===== src/rtl/ipsv_pkg.sv =====
`default_nettype none

package ipsv_pkg;

    // Time unit: one PWM period is 2^TIME_LOG2.
    localparam int TIME_LOG2 = 16;
    localparam logic [TIME_LOG2:0] TIME_ONE = (TIME_LOG2+1)'(1) << TIME_LOG2;

    // Field and register widths.
    localparam int VOLT_W     = 16;
    localparam int CMP_W      = 16;
    localparam int K_W        = 16;
    localparam int PER_W      = 16;
    localparam int DUTY_W     = 17;
    localparam int CFG_IDX_W  = 2;
    localparam int CFG_DATA_W = 17;

    // Inverse Park and projection datapath.
    localparam int PROD_W  = 2 * VOLT_W;
    localparam int AB_W    = PROD_W + 1;
    localparam int SQ_FRAC = 16;
    localparam int SQ_W    = SQ_FRAC + 2;
    localparam int SA_W    = AB_W + SQ_FRAC;
    localparam int E_W     = SA_W + 1;
    localparam int PROJ_W  = 35;
    localparam logic signed [SQ_W-1:0] SQRT3_HALF = 18'sd56756;

    // Active time datapath.
    localparam int KP_W    = 52;
    localparam int K_SHIFT = 17;
    localparam int A_W     = KP_W - K_SHIFT + 1;
    localparam int T_SHIFT = 24 - TIME_LOG2;
    localparam int TIME_W  = 26;

    // Proportional scaling divider.
    localparam int SUM_W      = TIME_W + 1;
    localparam int REM_W      = SUM_W + 1;
    localparam int QUO_W      = TIME_LOG2 + 1;
    localparam int DIV_STEPS  = QUO_W;
    localparam int STEPS_PER  = 2;
    localparam int DIV_STAGES = (DIV_STEPS + STEPS_PER - 1) / STEPS_PER;

    // Compare scaling.
    localparam int PRD_W = QUO_W + PER_W;

    // Register indexes of the configuration port.
    localparam logic [CFG_IDX_W-1:0] CFG_K_GAIN       = 2'd0;
    localparam logic [CFG_IDX_W-1:0] CFG_PERIOD_COUNT = 2'd1;
    localparam logic [CFG_IDX_W-1:0] CFG_DUTY_LIMIT   = 2'd2;

    localparam logic [K_W-1:0]    K_GAIN_RST       = 16'd9459;
    localparam logic [PER_W-1:0]  PERIOD_COUNT_RST = 16'd4199;
    localparam logic [DUTY_W-1:0] DUTY_LIMIT_RST   = 17'd52429;

    typedef enum logic [2:0] {
        SEC_1 = 3'd1,
        SEC_2 = 3'd2,
        SEC_3 = 3'd3,
        SEC_4 = 3'd4,
        SEC_5 = 3'd5,
        SEC_6 = 3'd6
    } t_sector;

    typedef struct packed {
        t_sector                   sector;
        logic signed [PROJ_W-1:0]  p1;
        logic signed [PROJ_W-1:0]  p2;
        logic signed [PROJ_W-1:0]  p3;
    } t_proj;

    typedef struct packed {
        t_sector           sector;
        logic [TIME_W-1:0] x;
        logic [TIME_W-1:0] y;
    } t_act;

    typedef struct packed {
        t_sector          sector;
        logic             over;
        logic [QUO_W-1:0] x;
        logic [QUO_W-1:0] y;
    } t_fit;

    typedef struct packed {
        logic [CMP_W-1:0] compare_u;
        logic [CMP_W-1:0] compare_v;
        logic [CMP_W-1:0] compare_w;
        t_sector          sector;
        logic             over;
    } t_result;

endpackage

`default_nettype wire


===== src/rtl/ipsv_time.sv =====
`default_nettype none

module ipsv_time import ipsv_pkg::*; (
    input  logic           i_clk,
    input  logic           i_rst_n,
    input  logic           i_en,
    input  logic           i_valid,
    input  t_proj          i_proj,
    input  logic [K_W-1:0] i_k_gain,
    output logic           o_valid,
    output t_act           o_act
);

    localparam int TIME_STAGES = 4;
    localparam logic signed [KP_W-1:0] KP_ROUND = KP_W'(1) <<< (K_SHIFT - 1);
    localparam logic signed [A_W-1:0]  A_ROUND  = A_W'(1) <<< (T_SHIFT - 1);

    logic [TIME_STAGES-1:0]   r_vld;
    t_sector                  r_sec1, r_sec2, r_sec3;
    logic signed [PROJ_W-1:0] r_vx, r_vy;
    logic signed [KP_W-1:0]   r_px, r_py;
    logic signed [A_W-1:0]    r_ax, r_ay;
    t_act                     r_act;

    logic signed [PROJ_W-1:0] n_vx, n_vy;
    logic signed [K_W:0]      n_k;
    logic signed [KP_W-1:0]   n_rx, n_ry, n_sx, n_sy;
    logic signed [A_W-1:0]    n_tx, n_ty, n_ux, n_uy;

    // Each sector picks two of the projections, with sign, as its two active vectors.
    always_comb begin
        unique case (i_proj.sector)
            SEC_1: begin
                n_vx = i_proj.p3;
                n_vy = i_proj.p1;
            end
            SEC_2: begin
                n_vx = -i_proj.p3;
                n_vy = -i_proj.p2;
            end
            SEC_3: begin
                n_vx = i_proj.p1;
                n_vy = i_proj.p2;
            end
            SEC_4: begin
                n_vx = -i_proj.p1;
                n_vy = -i_proj.p3;
            end
            SEC_5: begin
                n_vx = i_proj.p2;
                n_vy = i_proj.p3;
            end
            default: begin
                n_vx = -i_proj.p2;
                n_vy = -i_proj.p1;
            end
        endcase
    end

    always_comb begin
        n_k  = {1'b0, i_k_gain};
        n_rx = r_px + KP_ROUND;
        n_ry = r_py + KP_ROUND;
        n_sx = n_rx >>> K_SHIFT;
        n_sy = n_ry >>> K_SHIFT;
        n_tx = r_ax + A_ROUND;
        n_ty = r_ay + A_ROUND;
        n_ux = n_tx >>> T_SHIFT;
        n_uy = n_ty >>> T_SHIFT;
    end

    always_ff @(posedge i_clk) begin
        if (!i_rst_n) begin
            r_vld <= '0;
        end else if (i_en) begin
            r_vld <= {r_vld[TIME_STAGES-2:0], i_valid};
        end
    end

    always_ff @(posedge i_clk) begin
        if (i_en) begin
            r_vx   <= n_vx;
            r_vy   <= n_vy;
            r_sec1 <= i_proj.sector;
            r_px   <= KP_W'(n_k) * KP_W'(r_vx);
            r_py   <= KP_W'(n_k) * KP_W'(r_vy);
            r_sec2 <= r_sec1;
            r_ax   <= n_sx[A_W-1:0];
            r_ay   <= n_sy[A_W-1:0];
            r_sec3 <= r_sec2;
            // A negative active time counts as zero.
            r_act.x      <= n_ux[A_W-1] ? '0 : n_ux[TIME_W-1:0];
            r_act.y      <= n_uy[A_W-1] ? '0 : n_uy[TIME_W-1:0];
            r_act.sector <= r_sec3;
        end
    end

    assign o_valid = r_vld[TIME_STAGES-1];
    assign o_act   = r_act;

endmodule

`default_nettype wire


===== config.mk =====
export PLATFORM = sky130hd
export DESIGN_NAME = ipsv_time
export DESIGN_NICKNAME = d
export VERILOG_FILES = /design/src/rtl/ipsv_pkg.sv /design/src/rtl/ipsv_time.sv
export SDC_FILE = /design/constraint.sdc
export NUM_CORES = 2
export LEC_CHECK = 0
export BUFFER_PORTS_ARGS = -buffer_cell sky130_fd_sc_hd__buf_2
export CORE_AREA = 2 2 473 240
export DETAILED_ROUTE_END_ITERATION = 6
export DIE_AREA = 0 0 475 242
export GPL_TIMING_DRIVEN = 1
export PLACE_DENSITY = 0.74
export SKIP_LAST_GASP = 1
export SLEW_MARGIN = 10
export SYNTH_ARGS = -nofsm -noshare
export SYNTH_HDL_FRONTEND = slang
export SYNTH_SLANG_ARGS = --single-unit

===== constraint.sdc =====
create_clock -name i_clk -period 15.55 [get_ports i_clk]
set_input_delay 0.7775 -clock i_clk [delete_from_list [all_inputs] [get_ports i_clk]]
set_output_delay 0.7775 -clock i_clk [all_outputs]
set_load 0.05 [all_outputs]

==> flow_summary.json <==
{
  "tritoncts": "built",
  "gr-total-overflow": 0,
  "cts_max_level": 1,
  "netlist_area_mm2": 0.05290,
  "setup_viol": 0,
  "synth-seq-cells": 266,
  "ys.flop_type": "edfxtp_1",
  "fin_nets": 7191,
  "startpoint_type": "input pin",
  "port-buffer-count": 183,
  "final-seq-area_mm2": 0.007948,
  "ctsResizeCount": 0,
  "clkTransAtPathRegs_ns": 0.06,
  "die_h_um": 242,
  "synthTopCellsByArea": "fa_1 40%, edfxtp_1 15%, inv_1 8.8%",
  "yosys.area.top_type_share_pct": 40.04,
  "avgSynthCellArea_um2": 9.135,
  "multi_input_area_mm2": 0.03922,
  "grt_pass1_vias": 41030,
  "outcome": "complete, no violations",
  "insertion_delay_ns": 0.66,
  "required_ns": 15.98,
  "holdPathStages": 2,
  "drtAntennaViolNets": 0,
  "hold_viol": 0,
  "io_pins": 184,
  "numCtsBuffers": 29,
  "avgRoutedWirePerCell_um": 20.62,
  "fillers": 10100,
  "cts.path.max_buffers": 3,
  "dp_hpwl_um": 119000,
  "fmax_mhz": 126.4,
  "vias": 40160,
  "start_util_pct": 47.50,
  "wirelength_um": 151100,
  "rrSetupSlack_ns": 7.70,
  "yosys_warnings": 0,
  "hold_path.class": "input pin to register",
  "antenna_found_initial": 50,
  "synth_most_common_cell": "inv_1",
  "first_pass_iters": 6,
  "synth-seq-area-share_pct": 15.02,
  "maxCapViolCount": 0,
  "final_area_mm2": 0.05604,
  "dpl_cell_area_mm2": 0.05497,
  "grtUsageTotal_pct": 26.81,
  "finalClockSkew_ns": 0.04587,
  "fin_crit_ns": 7.913,
  "max_slew.worst_pin.slew_ns": 1.264,
  "rows": 87,
  "dr.first_iter.drc_count": 4780,
  "critPathKind": "input pin to register",
  "end_kind": "register",
  "ys_types": 77,
  "root_buffer": "clkbuf_16",
  "synth_cells": 5791,
  "post-cts-setup-buffers": 0,
  "arrival_ns": 8.34,
  "synth-edff-count": 262,
  "hold_buffers": 0,
  "yosys.area.top_type": "fa_1",
  "die_width_um": 475,
  "syn_nets": 7224,
  "die_area_mm2": 0.1150,
  "synth_common_cells": "1,244 x inv_1, 1,058 x fa_1, 907 x nand2_1, 416 x and2_1, 270 x clkbuf_1",
  "grt_max_degree": 91,
  "rsz0062_at_grt": "no",
  "async_flop_share_pct": 0,
  "clock_sinks": 266,
  "fin_crit_sh_pct": 50.89,
  "setup_tns_ns": 0,
  "place_congestion": 0.9656,
  "grt_pass1_wl_um": 240400,
  "crit_path_max_fanout": 70,
  "drc": 0,
  "core_area_mm2": 0.1114,
  "drive_gt1_share_pct": 5.224,
  "slew_headroom_pct": 13.56,
  "drv_slew": 0,
  "syn2layout_area_growth_pct": 5.930,
  "reg2reg_depth": 21,
  "routed_via_density": 5.481
}
## critical path, cell delays in order
cell      delay, ns
buf_2          0.08
buf_4          0.70
nand2_1        0.18
fa_1           0.55
fa_1           0.62
fa_1           0.47
fa_1           0.56
inv_1          0.06
fa_1           0.49
inv_1          0.05
fa_1           0.48
inv_1          0.05
ha_1           0.32
a21oi_1        0.19
o21ai_0        0.11
a21oi_1        0.22
a311oi_1       0.13
buf_4          0.18
o31ai_1        0.60
o21ai_0        0.44
a2111o_1       0.51
a2111o_1       0.38
o311ai_0       0.12
## final cells by class
type                            count  area share [%]
Multi-Input combinational cell   3993           69.99
Sequential cell                   266           14.18
Inverter                         1246           8.347
Tap cell                         1513           3.378
Timing Repair Buffer              222           2.193
Clock buffer                       34           1.329
Clock inverter                     20          0.4287
Antenna cell                       33          0.1474
## cell families (layout without fill, tap and decap cells)
logic type,count (synthesis),after routing,share of synthesized area [%]
simple gates,1797,1797,16.06
buf+inv,1532,1522,10.87
fa+ha+maj,1305,1305,45.88
compound gates,593,593,7.176
xor+xnor,287,287,4.752
flops,266,266,15.02
mux,11,11,0.2342
other cells,0,33,0
## placed cells by master, fill, tap and decap left out, types with 33 or more instances in the layout
master / count
a21o_1: 46
a21oi_1: 220
and2_1: 416
buf_2: 178
buf_4: 43
diode_2: 33
edfxtp_1: 262
fa_1: 1058
ha_1: 247
inv_1: 1244
nand2_1: 907
nand3_1: 54
nand4_1: 42
nor2_1: 185
nor3_1: 50
o21ai_0: 81
xnor2_1: 155
xor2_1: 132
## routing by layer
metal  vias to the layer above  wire length [um]  GRT usage [%]
li1                      17650                 -              -
met1                     19770             63270          38.96
met2                      2454             61310          36.64
met3                       276             21960          10.63
met4                         4              4547          7.793
met5                         -                20              0
## metrics by stage
stage / std cells / hold slack [ns] / util (%) / setup WS (ns)
floorplan: 5791 / 0.4003 / - / 8.441
global placement: 7240 / 0.4013 / 49.36 / 7.171
detailed placement: 7240 / 0.4045 / 49.36 / 7.051
CTS: 7294 / 0.3802 / 50.25 / 7.694
global route: 7324 / 0.3963 / 50.31 / 7.235
finish: 7327 / 0.4111 / 50.32 / 7.637
## path summary, 6_finish.rpt
kind                from         to
max          i_k_gain[2]   r_px[48]
min              i_rst_n   r_vld[1]
max reg2reg     r_vx[15]   r_px[48]
min reg2reg    r_sec2[2]  r_sec3[2]
## sequential cells by signal, summed over array words and instances (netlist names)
register	flops
o_act	55
r_px	36
r_py	36
r_vx	35
r_vy	35
r_ax	28
r_ay	28
r_vld	4
r_sec1	3
r_sec2	3
r_sec3	3
Power is not shown: default switching activity piles up to over one toggle a cycle in this logic, so the estimate is an artifact.
