[src/rtl/ipsv_pkg.sv]
`default_nettype none

package ipsv_pkg;

    // Time unit: one PWM period is 2^TIME_LOG2.
    localparam int TIME_LOG2 = 16;
    localparam logic [TIME_LOG2:0] TIME_ONE = (TIME_LOG2+1)'(1) << TIME_LOG2;

    // Field and register widths.
    localparam int VOLT_W     = 16;
    localparam int CMP_W      = 16;
    localparam int K_W        = 16;
    localparam int PER_W      = 16;
    localparam int DUTY_W     = 17;
    localparam int CFG_IDX_W  = 2;
    localparam int CFG_DATA_W = 17;

    // Inverse Park and projection datapath.
    localparam int PROD_W  = 2 * VOLT_W;
    localparam int AB_W    = PROD_W + 1;
    localparam int SQ_FRAC = 16;
    localparam int SQ_W    = SQ_FRAC + 2;
    localparam int SA_W    = AB_W + SQ_FRAC;
    localparam int E_W     = SA_W + 1;
    localparam int PROJ_W  = 35;
    localparam logic signed [SQ_W-1:0] SQRT3_HALF = 18'sd56756;

    // Active time datapath.
    localparam int KP_W    = 52;
    localparam int K_SHIFT = 17;
    localparam int A_W     = KP_W - K_SHIFT + 1;
    localparam int T_SHIFT = 24 - TIME_LOG2;
    localparam int TIME_W  = 26;

    // Proportional scaling divider.
    localparam int SUM_W      = TIME_W + 1;
    localparam int REM_W      = SUM_W + 1;
    localparam int QUO_W      = TIME_LOG2 + 1;
    localparam int DIV_STEPS  = QUO_W;
    localparam int STEPS_PER  = 2;
    localparam int DIV_STAGES = (DIV_STEPS + STEPS_PER - 1) / STEPS_PER;

    // Compare scaling.
    localparam int PRD_W = QUO_W + PER_W;

    // Register indexes of the configuration port.
    localparam logic [CFG_IDX_W-1:0] CFG_K_GAIN       = 2'd0;
    localparam logic [CFG_IDX_W-1:0] CFG_PERIOD_COUNT = 2'd1;
    localparam logic [CFG_IDX_W-1:0] CFG_DUTY_LIMIT   = 2'd2;

    localparam logic [K_W-1:0]    K_GAIN_RST       = 16'd9459;
    localparam logic [PER_W-1:0]  PERIOD_COUNT_RST = 16'd4199;
    localparam logic [DUTY_W-1:0] DUTY_LIMIT_RST   = 17'd52429;

    typedef enum logic [2:0] {
        SEC_1 = 3'd1,
        SEC_2 = 3'd2,
        SEC_3 = 3'd3,
        SEC_4 = 3'd4,
        SEC_5 = 3'd5,
        SEC_6 = 3'd6
    } t_sector;

    typedef struct packed {
        t_sector                   sector;
        logic signed [PROJ_W-1:0]  p1;
        logic signed [PROJ_W-1:0]  p2;
        logic signed [PROJ_W-1:0]  p3;
    } t_proj;

    typedef struct packed {
        t_sector           sector;
        logic [TIME_W-1:0] x;
        logic [TIME_W-1:0] y;
    } t_act;

    typedef struct packed {
        t_sector          sector;
        logic             over;
        logic [QUO_W-1:0] x;
        logic [QUO_W-1:0] y;
    } t_fit;

    typedef struct packed {
        logic [CMP_W-1:0] compare_u;
        logic [CMP_W-1:0] compare_v;
        logic [CMP_W-1:0] compare_w;
        t_sector          sector;
        logic             over;
    } t_result;

endpackage

`default_nettype wire

[src/rtl/ipsv_park.sv]
`default_nettype none

module ipsv_park import ipsv_pkg::*; (
    input  logic                     i_clk,
    input  logic                     i_rst_n,
    input  logic                     i_en,
    input  logic                     i_valid,
    input  logic signed [VOLT_W-1:0] i_volt_d,
    input  logic signed [VOLT_W-1:0] i_volt_q,
    input  logic signed [VOLT_W-1:0] i_sin_angle,
    input  logic signed [VOLT_W-1:0] i_cos_angle,
    output logic                     o_valid,
    output t_proj                    o_proj
);

    localparam int PARK_STAGES = 5;

    // Sign patterns {p1>0, p2>0, p3>0} of the five regular sectors.
    localparam logic [2:0] CODE_S1 = 3'b101;
    localparam logic [2:0] CODE_S2 = 3'b100;
    localparam logic [2:0] CODE_S3 = 3'b110;
    localparam logic [2:0] CODE_S4 = 3'b010;
    localparam logic [2:0] CODE_S5 = 3'b011;

    localparam logic signed [E_W-1:0] E_ROUND = E_W'(1) <<< (SQ_FRAC - 1);

    logic [PARK_STAGES-1:0]   r_vld;
    logic signed [PROD_W-1:0] r_m_dc, r_m_qs, r_m_qc, r_m_ds;
    logic signed [AB_W-1:0]   r_alpha, r_beta, r_beta3, r_beta4;
    logic signed [SA_W-1:0]   r_sa;
    logic signed [E_W-1:0]    r_e2, r_e3;
    t_proj                    r_proj;

    logic signed [E_W-1:0] n_hb, n_e2, n_e3, n_r2, n_r3, n_s2, n_s3;
    logic [2:0]            n_code;
    t_proj                 n_proj;

    always_comb begin
        n_hb = E_W'(r_beta3) <<< (SQ_FRAC - 1);
        n_e2 = -E_W'(r_sa) - n_hb;
        n_e3 = E_W'(r_sa) - n_hb;
    end

    always_comb begin
        n_code = {!r_beta4[AB_W-1] && (r_beta4 != '0),
                  !r_e2[E_W-1] && (r_e2 != '0),
                  !r_e3[E_W-1] && (r_e3 != '0)};
        n_r2 = r_e2 + E_ROUND;
        n_r3 = r_e3 + E_ROUND;
        n_s2 = n_r2 >>> SQ_FRAC;
        n_s3 = n_r3 >>> SQ_FRAC;
        n_proj.p1 = PROJ_W'(r_beta4);
        n_proj.p2 = n_s2[PROJ_W-1:0];
        n_proj.p3 = n_s3[PROJ_W-1:0];
        unique case (n_code)
            CODE_S1: n_proj.sector = SEC_1;
            CODE_S2: n_proj.sector = SEC_2;
            CODE_S3: n_proj.sector = SEC_3;
            CODE_S4: n_proj.sector = SEC_4;
            CODE_S5: n_proj.sector = SEC_5;
            default: n_proj.sector = SEC_6;
        endcase
    end

    always_ff @(posedge i_clk) begin
        if (!i_rst_n) begin
            r_vld <= '0;
        end else if (i_en) begin
            r_vld <= {r_vld[PARK_STAGES-2:0], i_valid};
        end
    end

    always_ff @(posedge i_clk) begin
        if (i_en) begin
            r_m_dc  <= i_volt_d * i_cos_angle;
            r_m_qs  <= i_volt_q * i_sin_angle;
            r_m_qc  <= i_volt_q * i_cos_angle;
            r_m_ds  <= i_volt_d * i_sin_angle;
            r_alpha <= AB_W'(r_m_dc) - AB_W'(r_m_qs);
            r_beta  <= AB_W'(r_m_qc) + AB_W'(r_m_ds);
            r_sa    <= SA_W'(r_alpha) * SA_W'(SQRT3_HALF);
            r_beta3 <= r_beta;
            r_e2    <= n_e2;
            r_e3    <= n_e3;
            r_beta4 <= r_beta3;
            r_proj  <= n_proj;
        end
    end

    assign o_valid = r_vld[PARK_STAGES-1];
    assign o_proj  = r_proj;

endmodule

`default_nettype wire

[config.mk]
export PLATFORM = sky130hd
export DESIGN_NAME = ipsv_park
export DESIGN_NICKNAME = d
export VERILOG_FILES = /design/src/rtl/ipsv_pkg.sv /design/src/rtl/ipsv_park.sv
export SDC_FILE = /design/constraint.sdc
export NUM_CORES = 2
export LEC_CHECK = 0
export BUFFER_PORTS_ARGS = -buffer_cell sky130_fd_sc_hd__buf_2
export CAP_MARGIN = 0
export CELL_PAD_IN_SITES_DETAIL_PLACEMENT = 0
export CELL_PAD_IN_SITES_GLOBAL_PLACEMENT = 1
export CORE_MARGIN = 5
export CORE_UTILIZATION = 35
export DETAILED_ROUTE_END_ITERATION = 12
export PLACE_DENSITY = 0.66
export SLEW_MARGIN = 40
export SYNTH_ARGS = -nofsm -noshare
export SYNTH_HDL_FRONTEND = slang
export SYNTH_SLANG_ARGS = --single-unit
[constraint.sdc]
create_clock -name i_clk -period 9.1 [get_ports i_clk]
set_input_delay 0.455 -clock i_clk [delete_from_list [all_inputs] [get_ports i_clk]]
set_output_delay 0.455 -clock i_clk [all_outputs]
set_load 0.02 [all_outputs]
==> out/results.ini <==
[clock_network]
root_buffer = clkbuf_16
cts_setup_buffers = 0
cts_sinks = 511
cts_hold_buf = 0
path_clk_slew_ns = 0.06
insertion_delay_ns = 0.69
cts_buffers = 58
cts_buffer_depth = 3
cts_resized = 0
htreeDepth = 2
cts_tree = yes

[floorplanning]
start_util = 0.352
die_y_um = 472
ios = 177
die_area_mm2 = 0.222
dieWidth_um = 472
core_area_mm2 = 0.212
placementRows = 169

[timing]
setup_tns_ns = 0
min_period_ns = 6.90
worstMarginPinSlew_ns = 0.961
skew_ns = 0.0436
setup_viol = 0
maxSlewViolCount = 0
fmax_mhz = 145
relSlewSlack = 0.359
rsz0062_at_grt = no
hold_violations = 0
finalCritPeriodShare = 0.758

[cells_and_area]
layout.nets = 9464
final_common_cell = inv_1
mostFrequentLayoutCells = inv_1, fa_1, ha_1
syn_to_final_growth_pct = 8.12
multi_input_area_mm2 = 0.0519
ff_latch_area_mm2 = 0.0153
n_fill_cell = 21200
drive_gt1_frac = 0.0478

[route]
wl_per_cell_um = 18.1
firstDrtPassIters = 5
drtIter0Drc = 2616
drt_wl_total_um = 187000
antenna_left = 0
viasPerCell = 4.78
vias = 49200
drc = 0

[critical_path]
worst_ep_required_time_ns = 9.50
cp_common_cell = fa_1
crit_chain = buf_2, nand2_1, fa_1, inv_1, fa_1, inv_1, fa_1, inv_1, fa_1, fa_1, inv_1, fa_1, inv_1, ha_1, and3_1, a221oi_1, o21bai_1, a2111o_1, a211o_1, a31oi_1, o21ai_0, a21oi_1, a21oi_1, xor2_1
worstSetupPathType = input port to flop
r2r-start = r_alpha[8]$_DFFE_PP_
cp-endpoint = r_m_ds[30]$_DFFE_PP_
worstSetupStartpointType = input port
worst_ep_arrival_time_ns = 7.30
cp_max_fo = 32
r2r_end = r_sa[33]$_DFFE_PP_
crit_path_start = i_sin_angle[7]
r2r_cells = 21
crit_path_end_kind = flop
reg2reg_slack_ns = 2.23
slowest_delay_ns = 0.61
slowest_stage = buf_2

[global_routing]
grt_pass1_wl_um = 303000
grt_overflow = 0
grt_usage = 0.173
grt_pass1_vias = 53700
antenna_found_initial = 34
grt_max_degree = 138

[yosys]
async_reset_ff_frac = 0
synth_area_leader_cell = fa_1
synth_area_leaders = fa_1, edfxtp_1, ha_1, inv_1, and2_1
synthCells = 7372
synth_top_area_frac = 0.351
synth.distinct_cells = 92
ys_seq_elements = 511
seq_area_frac_synth = 0.205
netlist_area_mm2 = 0.0746
synth-main-ff-cell = edfxtp_1
synthesis.nets = 9410
syn_area_per_cell_um2 = 10.1
yosysWarnings = 0
synth_edf_count = 506

[worst_hold_path]
hold_class = input port to flop

[place]
place_congestion = 0.854
io_buffers = 176
hpwl_um = 154000

[run]
cap_violations = 0

[outcome]
outcome = complete, no violations

-- kinds of logic after synthesis --
family                   after synthesis  synth area share
adder cells (fa/ha/maj)             1970             0.462
buffers and inverters               1956            0.0987
AO/OA/AOI/OAI                        782            0.0693
multiplexers                           8           0.00107
XOR/XNOR                             371            0.0436
flip-flops                           511             0.205
AND/OR/NAND/NOR                     1774             0.120
-- registers in the layout, summed over array words and instances (netlist names), 33 cells and up --
name,count
r_beta4,33
r_e3,47
o_proj,104
r_beta3,33
r_beta,33
r_e2,48
r_sa,47
r_alpha,33
-- synthesized netlist by cell type (5+ instances only) --
cell type and number:
o21ai_0 124, nand4_1 44, inv_1 1735, o311ai_0 5, nor4_1 40, o31a_1 5, or4_1 6, dfxtp_1 5
or3_1 10, nor2b_1 46, nand2_1 603, a211oi_1 18, clkbuf_1 214, mux2i_1 8, fa_1 1308, xor2_1 106
nor3_1 48, o311a_1 5, nor2_1 244, nor4b_1 5, nand3_1 72, nor3b_1 8, ha_1 662, a21o_1 123
o21ai_1 7, and3_1 38, and2_1 514, or2_2 16, o211ai_1 13, a211o_1 10, o21a_1 38, xnor2_1 265
edfxtp_1 506, o31ai_1 18, o21bai_1 55, and4_1 12, a221oi_1 6, a31oi_1 28, nand2b_1 49, a2111o_1 6
a21oi_1 246
-- how the worst min path moves through the flow --
stage                                  to  cells after the start            startpoint
global route        r_vld[0]$_SDFFE_PN0P_                      2               i_rst_n
detailed placement  r_beta3[13]$_DFFE_PP_                      0  r_beta[13]$_DFFE_PP_
global placement    r_beta3[31]$_DFFE_PP_                      0  r_beta[31]$_DFFE_PP_
floorplan            r_beta3[0]$_DFFE_PP_                      0   r_beta[0]$_DFFE_PP_
finish              r_vld[0]$_SDFFE_PN0P_                      3               i_valid
CTS                 r_vld[3]$_SDFFE_PN0P_                      2               i_rst_n
-- per-stage QoR --
stage,worst slack (ns),utilization,hold slack [ns],instances,area [um^2]
final,2.20,0.380,0.0579,10300,80600
after floorplan,2.51,-,0.400,7372,74600
after detailed placement,1.54,0.370,0.405,10200,78600
after global routing,1.83,0.380,0.0517,10300,80600
after CTS,2.11,0.380,0.00449,10300,80600
after global placement,1.48,0.370,0.400,10200,78400
-- layout make-up --
type                       instances  area share
antenna                           12    0.000373
clock buffer                      68      0.0185
clock inverter                    41     0.00640
inverter                        1736      0.0808
multi-input combinational       4905       0.644
sequential                       511       0.190
tap                             2821      0.0438
timing repair buffer             214      0.0161
-- per-layer routing --
| layer | GRT usage | part of all wire | vias up |
|---|---|---|---|
| li1 | - | - | 23100 |
| met1 | 0.229 | 0.44 | 25100 |
| met2 | 0.303 | 0.50 | 895 |
| met3 | 0.0177 | 0.039 | 191 |
| met4 | 0.0444 | 0.027 | 2 |
| met5 | 0 | 0.000070 | - |
-- worst max-delay path, delay by kind of cell --
family,cells,cell delay (ns)
adders and majority gates,7,3.33
AOI/OAI and AO/OA,8,2.11
buffers and inverters,6,0.86
and+or+nand+nor,2,0.40
xor gates and xnor gates,1,0.15
Power is left out: the tool's default activity adds up to more than one toggle a clock period on the data nets, which glitch-free logic cannot reach.
