$ cat src/rtl/ipsv_pkg.sv
`default_nettype none

package ipsv_pkg;

    // Time unit: one PWM period is 2^TIME_LOG2.
    localparam int TIME_LOG2 = 16;
    localparam logic [TIME_LOG2:0] TIME_ONE = (TIME_LOG2+1)'(1) << TIME_LOG2;

    // Field and register widths.
    localparam int VOLT_W     = 16;
    localparam int CMP_W      = 16;
    localparam int K_W        = 16;
    localparam int PER_W      = 16;
    localparam int DUTY_W     = 17;
    localparam int CFG_IDX_W  = 2;
    localparam int CFG_DATA_W = 17;

    // Inverse Park and projection datapath.
    localparam int PROD_W  = 2 * VOLT_W;
    localparam int AB_W    = PROD_W + 1;
    localparam int SQ_FRAC = 16;
    localparam int SQ_W    = SQ_FRAC + 2;
    localparam int SA_W    = AB_W + SQ_FRAC;
    localparam int E_W     = SA_W + 1;
    localparam int PROJ_W  = 35;
    localparam logic signed [SQ_W-1:0] SQRT3_HALF = 18'sd56756;

    // Active time datapath.
    localparam int KP_W    = 52;
    localparam int K_SHIFT = 17;
    localparam int A_W     = KP_W - K_SHIFT + 1;
    localparam int T_SHIFT = 24 - TIME_LOG2;
    localparam int TIME_W  = 26;

    // Proportional scaling divider.
    localparam int SUM_W      = TIME_W + 1;
    localparam int REM_W      = SUM_W + 1;
    localparam int QUO_W      = TIME_LOG2 + 1;
    localparam int DIV_STEPS  = QUO_W;
    localparam int STEPS_PER  = 2;
    localparam int DIV_STAGES = (DIV_STEPS + STEPS_PER - 1) / STEPS_PER;

    // Compare scaling.
    localparam int PRD_W = QUO_W + PER_W;

    // Register indexes of the configuration port.
    localparam logic [CFG_IDX_W-1:0] CFG_K_GAIN       = 2'd0;
    localparam logic [CFG_IDX_W-1:0] CFG_PERIOD_COUNT = 2'd1;
    localparam logic [CFG_IDX_W-1:0] CFG_DUTY_LIMIT   = 2'd2;

    localparam logic [K_W-1:0]    K_GAIN_RST       = 16'd9459;
    localparam logic [PER_W-1:0]  PERIOD_COUNT_RST = 16'd4199;
    localparam logic [DUTY_W-1:0] DUTY_LIMIT_RST   = 17'd52429;

    typedef enum logic [2:0] {
        SEC_1 = 3'd1,
        SEC_2 = 3'd2,
        SEC_3 = 3'd3,
        SEC_4 = 3'd4,
        SEC_5 = 3'd5,
        SEC_6 = 3'd6
    } t_sector;

    typedef struct packed {
        t_sector                   sector;
        logic signed [PROJ_W-1:0]  p1;
        logic signed [PROJ_W-1:0]  p2;
        logic signed [PROJ_W-1:0]  p3;
    } t_proj;

    typedef struct packed {
        t_sector           sector;
        logic [TIME_W-1:0] x;
        logic [TIME_W-1:0] y;
    } t_act;

    typedef struct packed {
        t_sector          sector;
        logic             over;
        logic [QUO_W-1:0] x;
        logic [QUO_W-1:0] y;
    } t_fit;

    typedef struct packed {
        logic [CMP_W-1:0] compare_u;
        logic [CMP_W-1:0] compare_v;
        logic [CMP_W-1:0] compare_w;
        t_sector          sector;
        logic             over;
    } t_result;

endpackage

`default_nettype wire

$ cat src/rtl/ipsv_div.sv
`default_nettype none

module ipsv_div import ipsv_pkg::*; (
    input  logic i_clk,
    input  logic i_rst_n,
    input  logic i_en,
    input  logic i_valid,
    input  t_act i_act,
    output logic o_valid,
    output t_fit o_fit
);

    // One restoring step: {quotient bit, new remainder}. The first step of a
    // division does not shift, since the dividend never exceeds the divisor.
    function automatic logic [REM_W:0] f_step(
        input logic [REM_W-1:0] rem,
        input logic [REM_W-1:0] den,
        input logic             sh
    );
        logic [REM_W-1:0] a;
        logic [REM_W:0]   d;
        a = sh ? {rem[REM_W-2:0], 1'b0} : rem;
        d = {1'b0, a} - {1'b0, den};
        if (!d[REM_W]) begin
            return {1'b1, d[REM_W-1:0]};
        end
        return {1'b0, a};
    endfunction

    logic [REM_W-1:0] r_rem_x [DIV_STAGES+1];
    logic [REM_W-1:0] r_rem_y [DIV_STAGES+1];
    logic [QUO_W-1:0] r_q_x   [DIV_STAGES+1];
    logic [QUO_W-1:0] r_q_y   [DIV_STAGES+1];
    logic [QUO_W-1:0] r_lx    [DIV_STAGES+1];
    logic [QUO_W-1:0] r_ly    [DIV_STAGES+1];
    logic [SUM_W-1:0] r_sum   [DIV_STAGES+1];
    logic             r_over  [DIV_STAGES+1];
    t_sector          r_sec   [DIV_STAGES+1];
    logic             r_vld   [DIV_STAGES+1];

    logic [SUM_W-1:0] n_sum;

    assign n_sum = SUM_W'(i_act.x) + SUM_W'(i_act.y);

    always_ff @(posedge i_clk) begin
        if (!i_rst_n) begin
            r_vld[0] <= 1'b0;
        end else if (i_en) begin
            r_vld[0] <= i_valid;
        end
    end

    always_ff @(posedge i_clk) begin
        if (i_en) begin
            r_rem_x[0] <= REM_W'(i_act.x);
            r_rem_y[0] <= REM_W'(i_act.y);
            r_q_x[0]   <= '0;
            r_q_y[0]   <= '0;
            r_lx[0]    <= i_act.x[QUO_W-1:0];
            r_ly[0]    <= i_act.y[QUO_W-1:0];
            r_sum[0]   <= n_sum;
            r_over[0]  <= n_sum > SUM_W'(TIME_ONE);
            r_sec[0]   <= i_act.sector;
        end
    end

    for (genvar g = 1; g <= DIV_STAGES; g++) begin : g_stage
        logic [REM_W-1:0] n_rx, n_ry, n_den;
        logic [QUO_W-1:0] n_qx, n_qy;
        logic [REM_W:0]   n_stx, n_sty;

        always_comb begin
            n_den = REM_W'(r_sum[g-1]);
            n_rx  = r_rem_x[g-1];
            n_ry  = r_rem_y[g-1];
            n_qx  = r_q_x[g-1];
            n_qy  = r_q_y[g-1];
            n_stx = '0;
            n_sty = '0;
            for (int j = 0; j < STEPS_PER; j++) begin
                if ((g - 1) * STEPS_PER + j < DIV_STEPS) begin
                    n_stx = f_step(n_rx, n_den, ((g - 1) * STEPS_PER + j) != 0);
                    n_sty = f_step(n_ry, n_den, ((g - 1) * STEPS_PER + j) != 0);
                    n_rx  = n_stx[REM_W-1:0];
                    n_ry  = n_sty[REM_W-1:0];
                    n_qx  = {n_qx[QUO_W-2:0], n_stx[REM_W]};
                    n_qy  = {n_qy[QUO_W-2:0], n_sty[REM_W]};
                end
            end
        end

        always_ff @(posedge i_clk) begin
            if (!i_rst_n) begin
                r_vld[g] <= 1'b0;
            end else if (i_en) begin
                r_vld[g] <= r_vld[g-1];
            end
        end

        always_ff @(posedge i_clk) begin
            if (i_en) begin
                r_rem_x[g] <= n_rx;
                r_rem_y[g] <= n_ry;
                r_q_x[g]   <= n_qx;
                r_q_y[g]   <= n_qy;
                r_lx[g]    <= r_lx[g-1];
                r_ly[g]    <= r_ly[g-1];
                r_sum[g]   <= r_sum[g-1];
                r_over[g]  <= r_over[g-1];
                r_sec[g]   <= r_sec[g-1];
            end
        end
    end

    // Without overmodulation both times are at most one period and pass as they are.
    assign o_valid     = r_vld[DIV_STAGES];
    assign o_fit.sector = r_sec[DIV_STAGES];
    assign o_fit.over   = r_over[DIV_STAGES];
    assign o_fit.x      = r_over[DIV_STAGES] ? r_q_x[DIV_STAGES] : r_lx[DIV_STAGES];
    assign o_fit.y      = r_over[DIV_STAGES] ? r_q_y[DIV_STAGES] : r_ly[DIV_STAGES];

endmodule

`default_nettype wire

$ cat config.mk
export PLATFORM = sky130hd
export DESIGN_NAME = ipsv_div
export DESIGN_NICKNAME = d
export VERILOG_FILES = /design/src/rtl/ipsv_pkg.sv /design/src/rtl/ipsv_div.sv
export SDC_FILE = /design/constraint.sdc
export NUM_CORES = 2
export LEC_CHECK = 0
export BUFFER_PORTS_ARGS = -buffer_cell sky130_fd_sc_hd__clkbuf_2
export CAP_MARGIN = 20
export CORE_MARGIN = 5
export CORE_UTILIZATION = 55
export CTS_BUF_LIST = sky130_fd_sc_hd__clkbuf_8 sky130_fd_sc_hd__clkbuf_16
export CTS_CLUSTER_DIAMETER = 80
export DETAILED_ROUTE_END_ITERATION = 16
export PLACE_DENSITY = 0.68
export SYNTH_ARGS = -nofsm -noshare
export SYNTH_HDL_FRONTEND = slang
export SYNTH_SLANG_ARGS = --single-unit
$ cat constraint.sdc
create_clock -name i_clk -period 11.2 [get_ports i_clk]
set_input_delay 2.8 -clock i_clk [delete_from_list [all_inputs] [get_ports i_clk]]
set_output_delay 2.8 -clock i_clk [all_outputs]
set_load 0.05 [all_outputs]
==> run summary <==
crit path launch type = register
RSZ-0062 raised after global routing = no
share of cells above drive strength 1 = 10.3%
Longest Clk Path Bufs = 3
fin. max-slew vios = 0
RePlAce Congestion = 0.977
CTS clk-pin slew, worst paths = 0.06 ns
outcome = finished clean
total grt overflow = 0
Worst Skew = 0.0460 ns
Post-CTS Hold Buffers = 0
first-pass GRT wire length = 372000 um
number of diodes = 0
Worst Path Max Fanout = 27
clk_lat worst skew = 0.81 ns
hold depth = 0
min Tclk post-route = 8.64 ns
Initial DRC Count = 5211
CP delay by family, top = compound AO/OA/AOI/OAI gates
Peak Freq = 116 MHz
worst path arrival time = 9.16 ns
Final HPWL DP = 192000 um
largest net degree at the start of global routing = 176
drt via density = 6.07
CP max stage delay = 0.75 ns
Post-layout nets = 9696
origin of the critical flop-to-flop path = r_sum[5][0]
Initial DRT Pass Iterations = 9
worst r2r dst = r_rem_x[6][6]
GRT Overall Usage = 28.1%
Vias = 66600
Buf+Inv Stages, Crit Path = 3
final cycle utilization of the critical path = 77.2%
Worst Hold Path EP = r_q_y[8][6]
TritonCTS clock tree = yes
Slew HR = 26.3%
worst path required time = 11.72 ns
Final Hold Viols = 0
FF-to-FF setup slack = 2.56 ns
die height = 412 um
worst-margin pin slew = 1.11 ns
Area growth, synth to finish = 8.96%
DRC errors left = 0
Root Driver = clkbuf_16
Filler cells = 13400
CTS sink cnt = 1261
Post-synth EDFFs = 1260
H-tree levels = 4
Initial Util = 55.4%
Row Count = 147
register area share after synthesis = 42.5%
Yosys reg bits = 1261
post-route ant nets = 0
final setup TNS = 0 ns
most frequent cells in the layout = edfxtp_1, ha_1, a21oi_1
hold_sp = r_q_y[7][4]
share of synthesized registers carrying an async set or reset = 0%
synthesized area = 89100 um^2
predominant post-synthesis flop cell = edfxtp_1
initial antenna violation count = 7
Synthesis Warnings = 0
routed wire length = 243000 um
Syn Nets = 9544
I/O Buffers = 97
vias in the first global route = 65200
crit path kind = register to register
# Max-Cap Violations = 0
core area = 161000 um^2
post-synth cell types = 101
class of the worst hold path = register to register
postcts setup bufs = 0
most common cell after layout, fill and taps aside = edfxtp_1
Worst Setup End Kind = register
Die W = 412 um
IO Pins = 98
post_cts resized = 0
Syn Area/Cell = 10.4 um^2
FF-to-FF path depth = 26
WL/cell = 22.1 um
Slowest-stage cell, CP = edfxtp_1
die area = 170000 um^2
# setup viols final = 0
Num CTS Buffers = 143
post-synthesis cell count = 8556
registers in the layout, summed over array words and instances (netlist names), 30 cells and up:
| register | flops |
|---|---|
| r_sum | 243 |
| r_q_y | 89 |
| r_ly | 169 |
| r_sec | 30 |
| r_q_x | 89 |
| r_rem_x | 226 |
| r_rem_y | 226 |
| r_lx | 169 |
area by class of cell:
type,instances,area (um^2),share of cell area (%)
Clock buffer,145,3630,3.74
Clock inverter,113,1200,1.23
Inverter,468,1760,1.81
Multi-Input combinational cell,6678,48900,50.4
Sequential cell,1261,37900,39.0
Tap cell,2160,2700,2.78
Timing Repair Buffer,156,1000,1.03
kinds of logic (layout without fill, tap and decap cells):
group / after synthesis / in the layout / share of synthesized area, %
AND/OR/NAND/NOR: 2099 / 2099 / 11.2
XOR/XNOR: 676 / 676 / 6.65
AO/OA/AOI/OAI: 2514 / 2514 / 17.9
flip-flops: 1261 / 1261 / 42.5
multiplexers: 460 / 460 / 5.83
adder cells (fa/ha/maj): 929 / 929 / 13.2
buffers and inverters: 617 / 882 / 2.70
per-layer routing:
metal | GRT usage, % | part of all wire (%) | vias up
met5 | 0 | 0 | -
met4 | 12.5 | 4.8 | 0
met3 | 3.07 | 4.5 | 481
met2 | 48.5 | 48 | 1810
met1 | 35.7 | 42 | 31900
li1 | - | - | 32400
metrics by stage:
step	cell area (um^2)	hold slack, ns	utilization (%)	setup slack, ns	instances
final	97100	0.410	60.4	2.56	11000
after global routing	97100	0.411	60.4	2.14	11000
after CTS	97100	0.407	60.4	2.74	11000
after detailed placement	92200	0.405	57.4	2.80	10700
after global placement	92200	0.400	57.4	2.82	10700
after floorplan	89100	0.400	-	4.42	8556
Yosys cell counts (42+ instances only):
library cell	count	area, um^2
a211oi_1	78	586
and3_1	76	475
clkbuf_1	97	364
nor2_1	608	2280
mux2_2	422	4750
and2_1	57	357
xor2_1	246	2150
nand3_1	115	576
o211ai_1	42	315
ha_1	910	11400
a21o_1	314	2360
nand2b_1	143	895
a31oi_1	84	526
edfxtp_1	1260	37800
inv_1	459	1720
nor3_1	134	671
o21a_1	181	1360
o31ai_1	64	480
o21ai_0	581	2910
or3_1	52	325
nand2_1	599	2250
a21oi_1	730	3650
nand4_1	57	357
nor2b_1	128	801
xnor2_1	430	3770
o21bai_1	84	631
worst max path at each step:
stage | start | end | cells after the start
after floorplan | r_sum[0][0] | r_rem_y[1][10] | 26
after global placement | r_sum[5][2] | r_rem_x[6][11] | 27
after detailed placement | r_sum[5][0] | r_rem_x[6][4] | 26
after CTS | r_sum[5][0] | r_rem_x[6][4] | 26
after global routing | r_sum[0][0] | r_rem_x[1][10] | 25
final | r_sum[5][0] | r_rem_x[6][6] | 26
Power is left out: the tool's default activity adds up to more than one toggle a clock period on the data nets, which glitch-free logic cannot reach.
