## src/rtl/ipsv_pkg.sv

```systemverilog
`default_nettype none

package ipsv_pkg;

    // Time unit: one PWM period is 2^TIME_LOG2.
    localparam int TIME_LOG2 = 16;
    localparam logic [TIME_LOG2:0] TIME_ONE = (TIME_LOG2+1)'(1) << TIME_LOG2;

    // Field and register widths.
    localparam int VOLT_W     = 16;
    localparam int CMP_W      = 16;
    localparam int K_W        = 16;
    localparam int PER_W      = 16;
    localparam int DUTY_W     = 17;
    localparam int CFG_IDX_W  = 2;
    localparam int CFG_DATA_W = 17;

    // Inverse Park and projection datapath.
    localparam int PROD_W  = 2 * VOLT_W;
    localparam int AB_W    = PROD_W + 1;
    localparam int SQ_FRAC = 16;
    localparam int SQ_W    = SQ_FRAC + 2;
    localparam int SA_W    = AB_W + SQ_FRAC;
    localparam int E_W     = SA_W + 1;
    localparam int PROJ_W  = 35;
    localparam logic signed [SQ_W-1:0] SQRT3_HALF = 18'sd56756;

    // Active time datapath.
    localparam int KP_W    = 52;
    localparam int K_SHIFT = 17;
    localparam int A_W     = KP_W - K_SHIFT + 1;
    localparam int T_SHIFT = 24 - TIME_LOG2;
    localparam int TIME_W  = 26;

    // Proportional scaling divider.
    localparam int SUM_W      = TIME_W + 1;
    localparam int REM_W      = SUM_W + 1;
    localparam int QUO_W      = TIME_LOG2 + 1;
    localparam int DIV_STEPS  = QUO_W;
    localparam int STEPS_PER  = 2;
    localparam int DIV_STAGES = (DIV_STEPS + STEPS_PER - 1) / STEPS_PER;

    // Compare scaling.
    localparam int PRD_W = QUO_W + PER_W;

    // Register indexes of the configuration port.
    localparam logic [CFG_IDX_W-1:0] CFG_K_GAIN       = 2'd0;
    localparam logic [CFG_IDX_W-1:0] CFG_PERIOD_COUNT = 2'd1;
    localparam logic [CFG_IDX_W-1:0] CFG_DUTY_LIMIT   = 2'd2;

    localparam logic [K_W-1:0]    K_GAIN_RST       = 16'd9459;
    localparam logic [PER_W-1:0]  PERIOD_COUNT_RST = 16'd4199;
    localparam logic [DUTY_W-1:0] DUTY_LIMIT_RST   = 17'd52429;

    typedef enum logic [2:0] {
        SEC_1 = 3'd1,
        SEC_2 = 3'd2,
        SEC_3 = 3'd3,
        SEC_4 = 3'd4,
        SEC_5 = 3'd5,
        SEC_6 = 3'd6
    } t_sector;

    typedef struct packed {
        t_sector                   sector;
        logic signed [PROJ_W-1:0]  p1;
        logic signed [PROJ_W-1:0]  p2;
        logic signed [PROJ_W-1:0]  p3;
    } t_proj;

    typedef struct packed {
        t_sector           sector;
        logic [TIME_W-1:0] x;
        logic [TIME_W-1:0] y;
    } t_act;

    typedef struct packed {
        t_sector          sector;
        logic             over;
        logic [QUO_W-1:0] x;
        logic [QUO_W-1:0] y;
    } t_fit;

    typedef struct packed {
        logic [CMP_W-1:0] compare_u;
        logic [CMP_W-1:0] compare_v;
        logic [CMP_W-1:0] compare_w;
        t_sector          sector;
        logic             over;
    } t_result;

endpackage

`default_nettype wire

```

## src/rtl/ipsv_phase.sv

```systemverilog
`default_nettype none

module ipsv_phase import ipsv_pkg::*; (
    input  logic              i_clk,
    input  logic              i_rst_n,
    input  logic              i_en,
    input  logic              i_valid,
    input  t_fit              i_fit,
    input  logic [PER_W-1:0]  i_period_count,
    input  logic [DUTY_W-1:0] i_duty_limit,
    output logic              o_valid,
    output t_result           o_result
);

    localparam int PHASE_STAGES = 3;

    logic [PHASE_STAGES-1:0] r_vld;
    logic [QUO_W-1:0]        r_t_u, r_t_v, r_t_w;
    logic [QUO_W-1:0]        r_c_u, r_c_v, r_c_w;
    logic [PRD_W-1:0]        r_p_u, r_p_v, r_p_w;
    t_sector                 r_sec1, r_sec2, r_sec3;
    logic                    r_ovr1, r_ovr2, r_ovr3;

    logic [QUO_W-1:0] n_xy, n_zr, n_z, n_full, n_part;
    logic [QUO_W-1:0] n_tu, n_tv, n_tw;

    // Scaled times never sum past one period, so the zero time is not negative.
    always_comb begin
        n_xy   = i_fit.x + i_fit.y;
        n_zr   = TIME_ONE - n_xy;
        n_z    = n_zr >> 1;
        n_full = n_xy + n_z;
        n_part = i_fit.y + n_z;
        unique case (i_fit.sector)
            SEC_1: begin
                n_tu = n_full;
                n_tv = n_part;
                n_tw = n_z;
            end
            SEC_2: begin
                n_tu = n_part;
                n_tv = n_full;
                n_tw = n_z;
            end
            SEC_3: begin
                n_tu = n_z;
                n_tv = n_full;
                n_tw = n_part;
            end
            SEC_4: begin
                n_tu = n_z;
                n_tv = n_part;
                n_tw = n_full;
            end
            SEC_5: begin
                n_tu = n_part;
                n_tv = n_z;
                n_tw = n_full;
            end
            default: begin
                n_tu = n_full;
                n_tv = n_z;
                n_tw = n_part;
            end
        endcase
    end

    always_ff @(posedge i_clk) begin
        if (!i_rst_n) begin
            r_vld <= '0;
        end else if (i_en) begin
            r_vld <= {r_vld[PHASE_STAGES-2:0], i_valid};
        end
    end

    // With one period at 2^16 the Q1.16 duty limit is directly the time limit.
    always_ff @(posedge i_clk) begin
        if (i_en) begin
            r_t_u  <= n_tu;
            r_t_v  <= n_tv;
            r_t_w  <= n_tw;
            r_sec1 <= i_fit.sector;
            r_ovr1 <= i_fit.over;
            r_c_u  <= (r_t_u > i_duty_limit) ? i_duty_limit : r_t_u;
            r_c_v  <= (r_t_v > i_duty_limit) ? i_duty_limit : r_t_v;
            r_c_w  <= (r_t_w > i_duty_limit) ? i_duty_limit : r_t_w;
            r_sec2 <= r_sec1;
            r_ovr2 <= r_ovr1;
            r_p_u  <= PRD_W'(r_c_u) * PRD_W'(i_period_count);
            r_p_v  <= PRD_W'(r_c_v) * PRD_W'(i_period_count);
            r_p_w  <= PRD_W'(r_c_w) * PRD_W'(i_period_count);
            r_sec3 <= r_sec2;
            r_ovr3 <= r_ovr2;
        end
    end

    assign o_valid            = r_vld[PHASE_STAGES-1];
    assign o_result.compare_u = r_p_u[TIME_LOG2+CMP_W-1:TIME_LOG2];
    assign o_result.compare_v = r_p_v[TIME_LOG2+CMP_W-1:TIME_LOG2];
    assign o_result.compare_w = r_p_w[TIME_LOG2+CMP_W-1:TIME_LOG2];
    assign o_result.sector    = r_sec3;
    assign o_result.over      = r_ovr3;

endmodule

`default_nettype wire

```

## config.mk

```make
export PLATFORM = sky130hd
export DESIGN_NAME = ipsv_phase
export DESIGN_NICKNAME = d
export VERILOG_FILES = /design/src/rtl/ipsv_pkg.sv /design/src/rtl/ipsv_phase.sv
export SDC_FILE = /design/constraint.sdc
export NUM_CORES = 2
export LEC_CHECK = 0
export BUFFER_PORTS_ARGS = -buffer_cell sky130_fd_sc_hd__buf_2
export CAP_MARGIN = 0
export CELL_PAD_IN_SITES_DETAIL_PLACEMENT = 1
export CELL_PAD_IN_SITES_GLOBAL_PLACEMENT = 1
export CORE_ASPECT_RATIO = 0.75
export CORE_MARGIN = 3
export CORE_UTILIZATION = 30
export CTS_CLUSTER_DIAMETER = 200
export DETAILED_ROUTE_END_ITERATION = 8
export GPL_ROUTABILITY_DRIVEN = 0
export GPL_TIMING_DRIVEN = 0
export PLACE_DENSITY_LB_ADDON = 0.15
export SKIP_CTS_REPAIR_TIMING = 1
export SLEW_MARGIN = 20
export SYNTH_ARGS = -nofsm -noshare
export SYNTH_HDL_FRONTEND = slang
export SYNTH_SLANG_ARGS = --single-unit
```

## constraint.sdc

```tcl
create_clock -name i_clk -period 9.5 [get_ports i_clk]
set_clock_uncertainty 0.15 [all_clocks]
set_input_delay 1.9 -clock i_clk [delete_from_list [all_inputs] [get_ports i_clk]]
set_output_delay 1.9 -clock i_clk [all_outputs]
set_load 0.005 [all_outputs]
```

==> flow_metrics.env <==
export IMPL_outcome="completed"
export IMPL_setup_worst_path_start_class="input port"
export IMPL_cts_clk_slew_worst_paths_ns=0.08
export IMPL_hold_violations=0
export IMPL_fin_setup_tns_ns=0
export IMPL_rsz0062_at_grt="false"
export IMPL_core_area_um2=119000
export IMPL_wl_um=130000
export IMPL_cts_sinks=165
export IMPL_fmax_mhz=111
export IMPL_drtIter0Drc=1926
export IMPL_hold_start="r_ovr1"
export IMPL_top_level_ports=128
export IMPL_dieWidth_um=408
export IMPL_drv_cap=0
export IMPL_synthTopCellsByCount="inv_1 (765), fa_1 (620), nand2_1 (535), ha_1 (391), and2_1 (372)"
export IMPL_criticalPathCategory="input port to flip-flop"
export IMPL_arrival_ns=9.11
export IMPL_dpl_hpwl_um=110000
export IMPL_synth_area_per_cell_um2=9.27
export IMPL_wl_per_cell_um=22.8
export IMPL_async_flop_share=0
export IMPL_fin_crit_sh=0.948
export IMPL_clockRootBuffer="clkbuf_16"
export IMPL_first_pass_iters=5
export IMPL_cp_max_fo=13
export IMPL_timing_rr_end="r_p_u[30]"
export IMPL_start_util=0.305
export IMPL_cts_buffers=17
export IMPL_area_growth_pct=9.25
export IMPL_required_ns=9.61
export IMPL_slowest_stage="clkbuf_1"
export IMPL_grt_max_degree=80
export IMPL_grt_usage=0.212
export IMPL_cts_tree="done"
export IMPL_yosysMostFrequentCell="inv_1"
export IMPL_ys_seq_area_frac=0.135
export IMPL_antenna_found_initial=40
export IMPL_grt_pass1_wl_um=196000
export IMPL_synth_warnings=0
export IMPL_worstPathCellList="buf_2 > clkbuf_1 > nand2_1 > fa_1 > fa_1 > fa_1 > inv_1 > fa_1 > fa_1 > inv_1 > fa_1 > inv_1 > ha_1 > a21o_1 > a211oi_1 > o31ai_1 > o22ai_1 > a311oi_1 > o21ai_0 > nand3b_1 > o31ai_1 > o21bai_1 > xor2_1"
export IMPL_max_stage_delay_ns=0.85
export IMPL_grt_pass1_vias=29700
export IMPL_synth_ff_type="edfxtp_1"
export IMPL_drc=0
export IMPL_drv_slew=0
export IMPL_final_nets=5152
export IMPL_whs_endpoint="r_ovr2"
export IMPL_vias_per_cell=4.92
export IMPL_dieArea_um2=125000
export IMPL_finalSetupViolCount=0
export IMPL_slew_headroom=0.234
export IMPL_synthDistinctLibCells=88
export IMPL_clkLatencyLatePin_ns=0.52
export IMPL_r2r_start="r_c_u[7]"
export IMPL_layout_drive_gt1_share=0.0586
export IMPL_synth_top_area_cell="fa_1"
export IMPL_rows=109
export IMPL_cts_htree_levels=4
export IMPL_synth_top_cell_area_share=0.341
export IMPL_die_height_um=307
export IMPL_worst_r2r_setup_slack_ns=1.45
export IMPL_synthesis_area_um2=36300
export IMPL_tightest_slew_ns=1.15
export IMPL_ff2ff_path_depth=23
export IMPL_num_vias=28100
export IMPL_ant_nets=0
export IMPL_synth_edf_count=162
export IMPL_whs_path_depth=0
export IMPL_max_clock_path_buffers=2
export IMPL_syn_inst=3922
export IMPL_portBuffers=123
export IMPL_period_needed_ns=9.00
export IMPL_overflow=0
export IMPL_ys_ff_latch=165
export IMPL_endpoint_kind="flip-flop"
export IMPL_hold_class="flip-flop to flip-flop"
export IMPL_synthTopCellsByArea="fa_1 (34%), ha_1 (13%), edfxtp_1 (13%)"
export IMPL_cp_common_cell="fa_1"
export IMPL_syn_num_nets=5008
## metrics by stage
step | cell area, um2 | hold WS, ns | instances | utilization | setup slack (ns)
floorplan | 36300 | 0.250 | 3922 | - | 1.55
detailed placement | 39100 | 0.256 | 5657 | 0.328 | -0.789
finish | 39700 | 0.268 | 5704 | 0.334 | 0.496
global route | 39700 | 0.283 | 5692 | 0.333 | 0.0676
CTS | 39700 | 0.275 | 5689 | 0.333 | -0.245
global placement | 39000 | 0.252 | 5654 | 0.327 | -0.696
## layout by cell type (no fill, tap or decap), types with 22 or more instances in the layout
| cell type | Yosys | layout |
|---|---|---|
| inv_1 | 765 | 765 |
| fa_1 | 620 | 620 |
| nand2_1 | 535 | 535 |
| ha_1 | 391 | 391 |
| and2_1 | 372 | 372 |
| clkbuf_1 | 176 | 166 |
| edfxtp_1 | 162 | 162 |
| buf_2 | 2 | 124 |
| a21oi_1 | 94 | 94 |
| nor2_1 | 78 | 78 |
| o21ai_0 | 67 | 67 |
| xnor2_1 | 66 | 66 |
| nand3_1 | 59 | 59 |
| o211ai_1 | 50 | 50 |
| a21o_1 | 37 | 37 |
| mux2_2 | 35 | 35 |
| xor2_1 | 29 | 29 |
| o21a_1 | 25 | 25 |
| a22oi_1 | 23 | 23 |
| o31ai_1 | 22 | 22 |
## final cells by class
type	count	area [um2]
flip-flops and latches	165	4920
clock inverters	15	179
plain buffers	182	704
multi-input cells	2806	27900
repair buffers	126	688
clock buffers	17	425
inverters	768	2880
fillers	13900	79300
well taps	1609	2010
diodes	16	40.0
## how the worst max path moves through the flow
| stage | from | to | slack (ns) | cells after the start |
|---|---|---|---|---|
| final | i_period_count[1] | r_p_v[30] | 0.50 | 23 |
| after global routing | i_period_count[1] | r_p_v[30] | 0.07 | 23 |
| after CTS | i_period_count[1] | r_p_u[30] | -0.25 | 23 |
| after detailed placement | i_period_count[1] | r_p_u[30] | -0.79 | 23 |
| after global placement | i_period_count[1] | r_p_u[30] | -0.70 | 23 |
| after floorplan | i_period_count[7] | r_p_u[30] | 1.55 | 24 |
## cells by family after synthesis
family | share of synthesized area
adders and majority gates | 0.476
DFF | 0.135
muxes | 0.0139
xor gates and xnor gates | 0.0238
AOI/OAI and AO/OA | 0.0924
and+or+nand+nor | 0.160
buffers and inverters | 0.0985
## sequential cells by signal (all words and copies together), names as in the netlist, 3 cells and up
signal / cells
r_sec2: 3
r_c_w: 17
r_c_v: 17
r_t_v: 17
r_p_w: 16
r_vld: 3
r_sec3: 3
r_t_w: 17
r_p_u: 16
r_p_v: 16
r_c_u: 17
r_t_u: 17
r_sec1: 3
## critical path: cells and delay by family
family | cells | cell delay [ns]
buffers and inverters | 5 | 1.26
AND/OR/NAND/NOR | 2 | 0.41
XOR/XNOR | 1 | 0.15
AO/OA/AOI/OAI | 8 | 1.98
adder cells (fa/ha/maj) | 7 | 3.39
## routing by layer
layer	share of wire	track usage	routed length, um	vias to the layer above
met5	0.00022	0	29	-
met4	0.0083	0.0321	1080	4
met3	0.076	0.0461	9910	67
met2	0.41	0.307	53500	774
met1	0.50	0.327	65500	14400
li1	-	-	-	12800
Power is left out: the tool's default activity adds up to more than one toggle a clock period on the data nets, which glitch-free logic cannot reach.
